File: src/rtl/awb_gain_from_otp_ratios_unit_assert.svh
// Assertion macros shared by the white balance gain block.
`ifndef AWB_GAIN_FROM_OTP_RATIOS_UNIT_ASSERT_SVH
`define AWB_GAIN_FROM_OTP_RATIOS_UNIT_ASSERT_SVH

// The consequent must hold in the same cycle as the antecedent.
`define AWB_ASSERT_IMP(lbl, clk, rst_n, ante, cons) \
    lbl: assert property (@(posedge clk) disable iff (!(rst_n)) (ante) |-> (cons)) \
        else $error("awb assertion failed");

// The consequent must hold in the cycle after the antecedent.
`define AWB_ASSERT_NEXT(lbl, clk, rst_n, ante, cons) \
    lbl: assert property (@(posedge clk) disable iff (!(rst_n)) (ante) |=> (cons)) \
        else $error("awb assertion failed");

`endif

File: src/rtl/awbg_pkg.sv
`timescale 1ns / 1ps
package awbg_pkg;

    localparam int RATIO_W = 10;
    localparam int NUM_W   = 20;
    localparam int GAIN_W  = 16;
    localparam int STEP_W  = 4;
    localparam int P1_STAGES = NUM_W / STEP_W;
    localparam int P2_STAGES = GAIN_W / STEP_W;

    localparam logic [NUM_W-1:0]  RATIO_SCALE = 20'd1000;
    localparam logic [GAIN_W-1:0] UNITY_GAIN  = 16'h0400;
    localparam logic [GAIN_W-1:0] GAIN_MAX    = 16'hFFFF;

    // First division stage data: golden * 1000 / measured for both ratios.
    typedef struct packed {
        logic [1:0][RATIO_W-1:0] rem;
        logic [1:0][NUM_W-1:0]   num;
        logic [1:0][NUM_W-1:0]   quo;
        logic [1:0][RATIO_W-1:0] dvs;
        logic                    fault;
        logic                    missing;
    } p1_t;

    // Second division stage data: three lanes, red, green and blue.
    typedef struct packed {
        logic [2:0][RATIO_W-1:0] rem;
        logic [2:0][GAIN_W-1:0]  num;
        logic [2:0][GAIN_W-1:0]  quo;
        logic [2:0]              ovf;
        logic [RATIO_W-1:0]      base;
        logic                    fault;
        logic                    missing;
    } p2_t;

    // Four steps of restoring division. The remainder stays below the divisor.
    function automatic logic [RATIO_W+STEP_W-1:0] div_step(
        input logic [RATIO_W-1:0] rem,
        input logic [STEP_W-1:0]  bits,
        input logic [RATIO_W-1:0] dvs
    );
        logic [RATIO_W:0]   r;
        logic [RATIO_W-1:0] rr;
        logic [STEP_W-1:0]  q;
        int i;
        rr = rem;
        q  = '0;
        for (i = STEP_W - 1; i >= 0; i--) begin
            r = {rr, bits[i]};
            if (r >= {1'b0, dvs}) begin
                r    = r - {1'b0, dvs};
                q[i] = 1'b1;
            end
            rr = r[RATIO_W-1:0];
        end
        return {rr, q};
    endfunction

endpackage

File: src/rtl/awb_gain_from_otp_ratios_unit.sv
`timescale 1ns / 1ps
// White balance gain calibration from programmed module ratios.
//
// Input channel (s_valid/s_ready) carries the measured R/G and B/G ratios of
// one camera module and their golden reference values. Output channel
// (m_valid/m_ready) returns red, green and blue gains (0x400 is unity), one
// apply bit per gain above unity, and clip, divide fault and missing golden
// flags. Every transaction in yields exactly one transaction out.
//
// The path holds twelve registers: one input register, five stages of the ratio
// divider (4 quotient bits each), one base select stage, four stages of the gain
// divider (4 quotient bits each), and the output register. The input register
// loads at the accepting edge. Throughput is one transaction per cycle while the
// receiver does not stall, set by the fully pipelined shift-subtract dividers.
//
// Reset clears every valid bit; no transaction is in flight afterwards.
// When the receiver stalls with a result waiting, the whole pipeline holds
// and s_ready drops, so nothing is lost or repeated.
module awb_gain_from_otp_ratios_unit (
    input  logic                        aclk,
    input  logic                        aresetn,
    input  logic                        s_valid,
    output logic                        s_ready,
    input  logic [awbg_pkg::RATIO_W-1:0] s_measured_rg,
    input  logic [awbg_pkg::RATIO_W-1:0] s_measured_bg,
    input  logic [awbg_pkg::RATIO_W-1:0] s_golden_rg,
    input  logic [awbg_pkg::RATIO_W-1:0] s_golden_bg,
    output logic                        m_valid,
    input  logic                        m_ready,
    output logic [awbg_pkg::GAIN_W-1:0] m_red_gain,
    output logic [awbg_pkg::GAIN_W-1:0] m_green_gain,
    output logic [awbg_pkg::GAIN_W-1:0] m_blue_gain,
    output logic                        m_red_apply,
    output logic                        m_green_apply,
    output logic                        m_blue_apply,
    output logic                        m_gain_clipped,
    output logic                        m_divide_fault,
    output logic                        m_golden_missing
);
    import awbg_pkg::*;
    `include "awb_gain_from_otp_ratios_unit_assert.svh"

    logic en;

    logic [P1_STAGES:0] p1_valid_reg;
    p1_t                p1_reg  [P1_STAGES+1];
    p1_t                p1_next [P1_STAGES+1];
    logic [P2_STAGES:0] p2_valid_reg;
    p2_t                p2_reg  [P2_STAGES+1];
    p2_t                p2_next [P2_STAGES+1];

    logic               out_valid_reg;
    logic [2:0][GAIN_W-1:0] gain_reg, gain_next;
    logic [2:0]         apply_reg, apply_next;
    logic               clip_reg, clip_next;
    logic               fault_reg, fault_next;
    logic               missing_reg, missing_next;

    // One enable moves the whole pipeline; it stops only when a result waits.
    assign en      = !out_valid_reg || m_ready;
    assign s_ready = en;

    always_comb begin
        logic [NUM_W-1:0]         nrg, nbg, base_w;
        logic [2:0][NUM_W-1:0]    v;
        logic [RATIO_W+STEP_W-1:0] st;
        logic [2:0]               ovf;
        logic [GAIN_W-1:0]        g;
        int k, j;

        p1_next[0].rem     = '0;
        p1_next[0].quo     = '0;
        p1_next[0].num[0]  = NUM_W'({10'd0, s_golden_rg} * RATIO_SCALE);
        p1_next[0].num[1]  = NUM_W'({10'd0, s_golden_bg} * RATIO_SCALE);
        p1_next[0].dvs[0]  = s_measured_rg;
        p1_next[0].dvs[1]  = s_measured_bg;
        p1_next[0].fault   = (s_measured_rg == '0) || (s_measured_bg == '0);
        p1_next[0].missing = (s_golden_rg == '0) || (s_golden_bg == '0);

        for (k = 1; k <= P1_STAGES; k++) begin
            p1_next[k] = p1_reg[k-1];
            for (j = 0; j < 2; j++) begin
                st = div_step(p1_reg[k-1].rem[j], p1_reg[k-1].num[j][NUM_W-1 -: STEP_W],
                              p1_reg[k-1].dvs[j]);
                p1_next[k].rem[j] = st[RATIO_W+STEP_W-1:STEP_W];
                p1_next[k].quo[j] = {p1_reg[k-1].quo[j][NUM_W-STEP_W-1:0], st[STEP_W-1:0]};
                p1_next[k].num[j] = {p1_reg[k-1].num[j][NUM_W-STEP_W-1:0], {STEP_W{1'b0}}};
            end
        end

        // Base select. The base never exceeds 1000, so it fits the ratio width.
        nrg = p1_reg[P1_STAGES].quo[0];
        nbg = p1_reg[P1_STAGES].quo[1];
        if (nrg < RATIO_SCALE || nbg < RATIO_SCALE) begin
            base_w = (nrg < nbg) ? nrg : nbg;
        end else begin
            base_w = RATIO_SCALE;
        end
        v[0] = nrg;
        v[1] = RATIO_SCALE;
        v[2] = nbg;
        p2_next[0].base    = base_w[RATIO_W-1:0];
        p2_next[0].fault   = p1_reg[P1_STAGES].fault || (base_w == '0);
        p2_next[0].missing = p1_reg[P1_STAGES].missing;
        p2_next[0].quo     = '0;
        // Gain is v * 1024 / base. It overflows 16 bits exactly when v / 64 >= base;
        // otherwise v / 64 is a valid starting remainder.
        for (j = 0; j < 3; j++) begin
            p2_next[0].ovf[j] = v[j][NUM_W-1:6] >= {4'd0, base_w[RATIO_W-1:0]};
            p2_next[0].rem[j] = v[j][RATIO_W+5:6];
            p2_next[0].num[j] = {v[j][5:0], 10'd0};
        end

        for (k = 1; k <= P2_STAGES; k++) begin
            p2_next[k] = p2_reg[k-1];
            for (j = 0; j < 3; j++) begin
                st = div_step(p2_reg[k-1].rem[j], p2_reg[k-1].num[j][GAIN_W-1 -: STEP_W],
                              p2_reg[k-1].base);
                p2_next[k].rem[j] = st[RATIO_W+STEP_W-1:STEP_W];
                p2_next[k].quo[j] = {p2_reg[k-1].quo[j][GAIN_W-STEP_W-1:0], st[STEP_W-1:0]};
                p2_next[k].num[j] = {p2_reg[k-1].num[j][GAIN_W-STEP_W-1:0], {STEP_W{1'b0}}};
            end
        end

        ovf = p2_reg[P2_STAGES].ovf;
        for (j = 0; j < 3; j++) begin
            g = ovf[j] ? GAIN_MAX : p2_reg[P2_STAGES].quo[j];
            gain_next[j]  = p2_reg[P2_STAGES].fault ? '0 : g;
            apply_next[j] = !p2_reg[P2_STAGES].fault && (g > UNITY_GAIN);
        end
        clip_next    = !p2_reg[P2_STAGES].fault && (ovf != '0);
        fault_next   = p2_reg[P2_STAGES].fault;
        missing_next = p2_reg[P2_STAGES].missing;
    end

    always_ff @(posedge aclk) begin
        if (!aresetn) begin
            p1_valid_reg  <= '0;
            p2_valid_reg  <= '0;
            out_valid_reg <= 1'b0;
        end else if (en) begin
            p1_valid_reg  <= {p1_valid_reg[P1_STAGES-1:0], s_valid};
            p2_valid_reg  <= {p2_valid_reg[P2_STAGES-1:0], p1_valid_reg[P1_STAGES]};
            out_valid_reg <= p2_valid_reg[P2_STAGES];
        end
    end

    always_ff @(posedge aclk) begin
        if (en) begin
            for (int k = 0; k <= P1_STAGES; k++) begin
                p1_reg[k] <= p1_next[k];
            end
            for (int k = 0; k <= P2_STAGES; k++) begin
                p2_reg[k] <= p2_next[k];
            end
            gain_reg    <= gain_next;
            apply_reg   <= apply_next;
            clip_reg    <= clip_next;
            fault_reg   <= fault_next;
            missing_reg <= missing_next;
        end
    end

    assign m_valid          = out_valid_reg;
    assign m_red_gain       = gain_reg[0];
    assign m_green_gain     = gain_reg[1];
    assign m_blue_gain      = gain_reg[2];
    assign m_red_apply      = apply_reg[0];
    assign m_green_apply    = apply_reg[1];
    assign m_blue_apply     = apply_reg[2];
    assign m_gain_clipped   = clip_reg;
    assign m_divide_fault   = fault_reg;
    assign m_golden_missing = missing_reg;

    `AWB_ASSERT_NEXT(a_enter, aclk, aresetn, s_valid && s_ready, p1_valid_reg[0])
    `AWB_ASSERT_IMP(a_fault_zero, aclk, aresetn, m_valid && m_divide_fault,
                    m_red_gain == '0 && m_green_gain == '0 && m_blue_gain == '0 && !m_gain_clipped)
    `AWB_ASSERT_IMP(a_clip_max, aclk, aresetn, m_valid && m_gain_clipped,
                    m_red_gain == GAIN_MAX || m_green_gain == GAIN_MAX || m_blue_gain == GAIN_MAX)
    `AWB_ASSERT_IMP(a_apply, aclk, aresetn, m_valid,
                    m_green_apply == (m_green_gain > UNITY_GAIN))

endmodule
File: config.mk
export PLATFORM = sky130hd
export DESIGN_NAME = awb_gain_from_otp_ratios_unit
export DESIGN_NICKNAME = d
export VERILOG_FILES = /design/src/rtl/awbg_pkg.sv /design/src/rtl/awb_gain_from_otp_ratios_unit.sv
export VERILOG_INCLUDE_DIRS = /design/src /design/src/rtl
export SDC_FILE = /design/constraint.sdc
export NUM_CORES = 2
export LEC_CHECK = 0
export ABC_CLOCK_PERIOD_IN_PS = 55700
export BUFFER_PORTS_ARGS = -buffer_cell sky130_fd_sc_hd__buf_2
export CAP_MARGIN = 25
export CORE_MARGIN = 2
export CORE_UTILIZATION = 60
export DETAILED_ROUTE_END_ITERATION = 8
export GPL_ROUTABILITY_DRIVEN = 0
export PLACE_DENSITY_LB_ADDON = 0.25
export SLEW_MARGIN = 30
export SYNTH_ARGS = -nofsm -noshare
export SYNTH_HDL_FRONTEND = slang
export SYNTH_SLANG_ARGS = --single-unit
File: constraint.sdc
create_clock -name aclk -period 55.7 [get_ports aclk]
set_input_delay 11.14 -clock aclk [delete_from_list [all_inputs] [get_ports aclk]]
set_output_delay 11.14 -clock aclk [all_outputs]
set_load 0.005 [all_outputs]
# ---- Word-level counts from Yosys, hierarchy flattened
# Memory sizes are Yosys's and may differ from the RTL's.
# Index checks and enable logic that the tools add are counted.
dict set report word_totals {
  ram_bits 1341
  input_bits 44
  ff_bits 66
  latch_bits 0
  mem_count 2
  rom_bits 0
}
dict set report classes {
  mux 183
  add_sub_neg 88
  reduce_logical 17
  bitwise 0
  shifts 0
  n_div 0
  n_eq_ne 0
  multipliers 2
  n_lt_le_gt_ge 97
}
# name depth word_bits read_ports rd_ports_with_merged_regs write_ports line_no
set mem_list {}
lappend mem_list {p1_reg 6 116 6 0 6 awb_gain_from_otp_ratios_unit.sv:46} ;# p1_t p1_reg [P1_STAGES+1];
lappend mem_list {p2_reg 5 129 5 0 5 awb_gain_from_otp_ratios_unit.sv:49} ;# p2_t p2_reg [P2_STAGES+1];
# operator n
set ops {}
lappend ops {{11-bit by 10-bit greater-or-equal comparator with 1-bit output} 88}
lappend ops {{10-bit 2-to-1 mux} 88}
lappend ops {{10-bit subtractor} 88}
lappend ops {{1-bit 2-to-1 mux} 90}
lappend ops {{16-bit by 11-bit greater-than comparator with 1-bit output (second input constant)} 3}
lappend ops {{16-bit 2-to-1 mux} 3}
lappend ops {{10-bit logical NOT} 4}
lappend ops {{20-bit by 10-bit less-than comparator with 1-bit output (second input constant)} 2}
lappend ops {{20-bit 2-to-1 mux} 2}
lappend ops {{10-bit by 7-bit multiplier with 17-bit output (second input constant)} 2}
lappend ops {{14-bit by 10-bit greater-or-equal comparator with 1-bit output} 2}
lappend ops {{20-bit logical NOT} 1}
lappend ops {{20-bit less-than comparator} 1}
lappend ops {{4-bit by 10-bit greater-or-equal comparator with 1-bit output (first input constant)} 1}
lappend ops {{1-bit logical OR} 5}
lappend ops {{1-bit logical AND} 4}
lappend ops {{3-bit nonzero test} 1}
lappend ops {{1-bit logical NOT} 2}

# ---- Longest topological paths before layout
# An unclocked memory read counts as a cell.
dict set report depth {
  depth_word 9
  mapped_depth 47
  mapped_depth_nobuf 42
}

# ---- Worst setup path after synthesis
# OpenSTA, ideal clock, no wires.
dict set report synth_path {
  kind {input to output}
  startpoint {input m_ready}
  endpoint {output s_ready}
  path_stages 3
  path_buffers 1
  required_ps 44560
  arrival_time_ps 32185
  setup_slack_ps 12375
  path_cell_list {nor2b_1 inv_1 clkbuf_1}
}
dict set report synth_via {
  elab_chain_len 1
}
# element line_no
set synth_lines {}
lappend synth_lines {{start, declared} awb_gain_from_otp_ratios_unit.sv:29} ;# input logic m_ready,
lappend synth_lines {{1-bit logical OR} awb_gain_from_otp_ratios_unit.sv:60} ;# assign en = !out_valid_reg || m_ready;
lappend synth_lines {{end, declared} awb_gain_from_otp_ratios_unit.sv:23} ;# output logic s_ready,
# No other way between the ends.

# ---- Worst setup path in the final report
# Same ends and word-level chain as after synthesis.

==> impl_metrics.tcl <==
set metrics [dict create \
    maxCapViolations 0 \
    synthFlopType "edfxtp_1" \
    yosysWarnings 0 \
    hold_path_class "register to register" \
    ff2ff_setup_slack_ns 43.81 \
    grt_max_degree 181 \
    fmax_mhz 43.0 \
    cp_max_fo 88 \
    ys_ff_latch 779 \
    critPathSlowestCell "inv_8" \
    r2r_end "p2_reg[0][236]" \
    syn2layout_area_growth_pct 7.53 \
    max_stage_delay_ns 0.42 \
    path_clk_slew_ns 0.06 \
    path_cells "buf_2 > nor2b_1 > buf_4 > inv_8 > buf_2" \
    drv_slew 0 \
    ctsHtreeMaxLevel 3 \
    postCtsSetupBuffers 0 \
    hold_depth 0 \
    preCtsSetupSlack_ns 32.43 \
    vias 55700 \
    n_fill_cell 9290 \
    fin_setup_tns_ns 0 \
    grt_pass1_wl_um 267000 \
    post-route-period-util 0.418 \
    die-area_um2 122000 \
    coreArea_um2 118000 \
    clockRootBuffer "clkbuf_16" \
    synth_edf_count 767 \
    cp_data_arrival_time_ns 12.13 \
    largest_reg_flops 402 \
    start_util 0.606 \
    postRouteAntennaNets 0 \
    wl_per_cell_um 18.2 \
    cts_tree "yes" \
    crit_path_end_kind "output port" \
    cp_num_buf_inv 4 \
    drt_iter0_drc 3702 \
    crit_path_start "m_ready" \
    antenna_found_initial 2 \
    cts_buffers 87 \
    crit_top_cell "buf_2" \
    setup_violations 0 \
    ios 100 \
    nNetsFinal 8581 \
    drive_gt1_frac 0.0981 \
    overflow 0 \
    ys_types 95 \
    syn_inst 7334 \
    routed_wl_um 165000 \
    hold_viol 0 \
    final_cell_mix "ha_1 (956), edfxtp_1 (767), nor2_1 (592)" \
    clock_skew_ns 0.0444 \
    ctsResizeCount 0 \
    grt_pass1_vias 53400 \
    synth.avg_cell_area_um2 9.77 \
    clk_path_buf_depth 3 \
    worst-path-stages 5 \
    mostFrequentLayoutCell "ha_1" \
    worst_slew_pin_slew_ns 0.960 \
    diodes 0 \
    crit_required_ns 44.56 \
    maxSlewHeadroom 0.358 \
    r2r_start "p2_reg[0][3]" \
    async_reset_ff_frac 0 \
    critPathCapture "s_ready" \
    seq_area_frac_synth 0.325 \
    drc_errors 0 \
    die_y_um 350 \
    period_needed_ns 23.27 \
    port_buffers 99 \
    critPathTopFamily "buffers and inverters" \
    status "finished clean" \
    vias_per_cell 6.14 \
    hpwl_um 127000 \
    path_class "input pin to output port" \
    dr.pass1.iters 7 \
    cts.sinks 779 \
    rows 126 \
    fin_ws_ns 32.43 \
    grtUsageTotal 0.265 \
    syn-num-nets 8450 \
    syn_area_um2 71700 \
    rsz0062_at_grt "false" \
    die_x_um 350 \
    clk_latency_ns 0.72 \
    start_kind "input pin" \
    hold_buffers 0 \
    rr_worst_depth 40 \
]
## Yosys cell counts, types with 29 or more instances
library cell / number / area share
a211oi_1: 47 / 0.0049
a21boi_0: 42 / 0.0044
a21o_1: 275 / 0.029
a21oi_1: 502 / 0.035
a221oi_1: 34 / 0.0042
a31oi_1: 47 / 0.0041
and2_1: 31 / 0.0027
clkbuf_1: 91 / 0.0048
edfxtp_1: 767 / 0.32
fa_1: 116 / 0.032
ha_1: 956 / 0.17
inv_1: 536 / 0.028
mux2_2: 328 / 0.052
mux2i_1: 94 / 0.013
nand2_1: 354 / 0.019
nand2b_1: 147 / 0.013
nand3_1: 88 / 0.0061
nand4_1: 123 / 0.011
nor2_1: 593 / 0.031
nor2b_1: 164 / 0.014
nor3_1: 140 / 0.0098
nor4_1: 42 / 0.0037
o211ai_1: 47 / 0.0049
o21a_1: 151 / 0.016
o21ai_0: 455 / 0.032
o21bai_1: 36 / 0.0038
o221ai_1: 34 / 0.0042
o31a_1: 49 / 0.0060
o31ai_1: 29 / 0.0030
or2_2: 39 / 0.0034
xnor2_1: 353 / 0.043
xor2_1: 198 / 0.024
## logic make-up (layout without fill, tap and decap cells)
| kind of cell | Yosys count | in the layout | synth area share |
|---|---|---|---|
| compound gates | 1975 | 1975 | 0.179 |
| xor+xnor | 551 | 551 | 0.0673 |
| fa+ha+maj | 1072 | 1072 | 0.199 |
| buf+inv | 671 | 869 | 0.0360 |
| flops | 779 | 779 | 0.325 |
| mux | 423 | 423 | 0.0648 |
| other cells | 1 | 1 | 0.0000523 |
| simple gates | 1862 | 1862 | 0.128 |
## worst min path at each step
stage                   startpoint  slack [ns]          endpoint
global placement    p2_reg[0][258]        0.40    p2_reg[0][387]
finish               p1_reg[4][35]        0.41     p1_reg[5][39]
global route         p1_reg[0][71]        0.41     p1_reg[1][75]
detailed placement    p1_reg[0][1]        0.40      p1_reg[1][1]
floorplan           p2_reg[0][516]        0.40  m_golden_missing
CTS                  p1_reg[2][26]        0.40     p1_reg[3][30]
## per-stage QoR
step                hold WS, ns  instances   util  area, µm²
floorplan                 0.400       7334      -      71700
global placement          0.400       8910  0.627      74100
detailed placement        0.405       8911  0.627      74100
CTS                       0.403       9067  0.651      77000
global route              0.415       9068  0.652      77100
finish                    0.407       9068  0.652      77100
## routing by layer
layer  GRT usage  vias to the layer above  part of all wire
met5           0                        -          0.000079
met2       0.457                     1477              0.48
li1            -                    27600                 -
met3      0.0339                      333             0.050
met1       0.343                    26400              0.44
met4      0.0895                        2             0.032
## area by class of cell
class / instances / area, µm² / share of cell area
Clock buffer: 98 / 2220 / 0.0288
Timing Repair Buffer: 170 / 1080 / 0.0140
Tap cell: 1536 / 1920 / 0.0249
Sequential cell: 779 / 23300 / 0.302
Multi-Input combinational cell: 5884 / 45900 / 0.595
Clock inverter: 58 / 659 / 0.00856
Inverter: 543 / 2050 / 0.0265
Power is left out: the tool's default activity adds up to more than one toggle a clock period on the data nets, which glitch-free logic cannot reach.
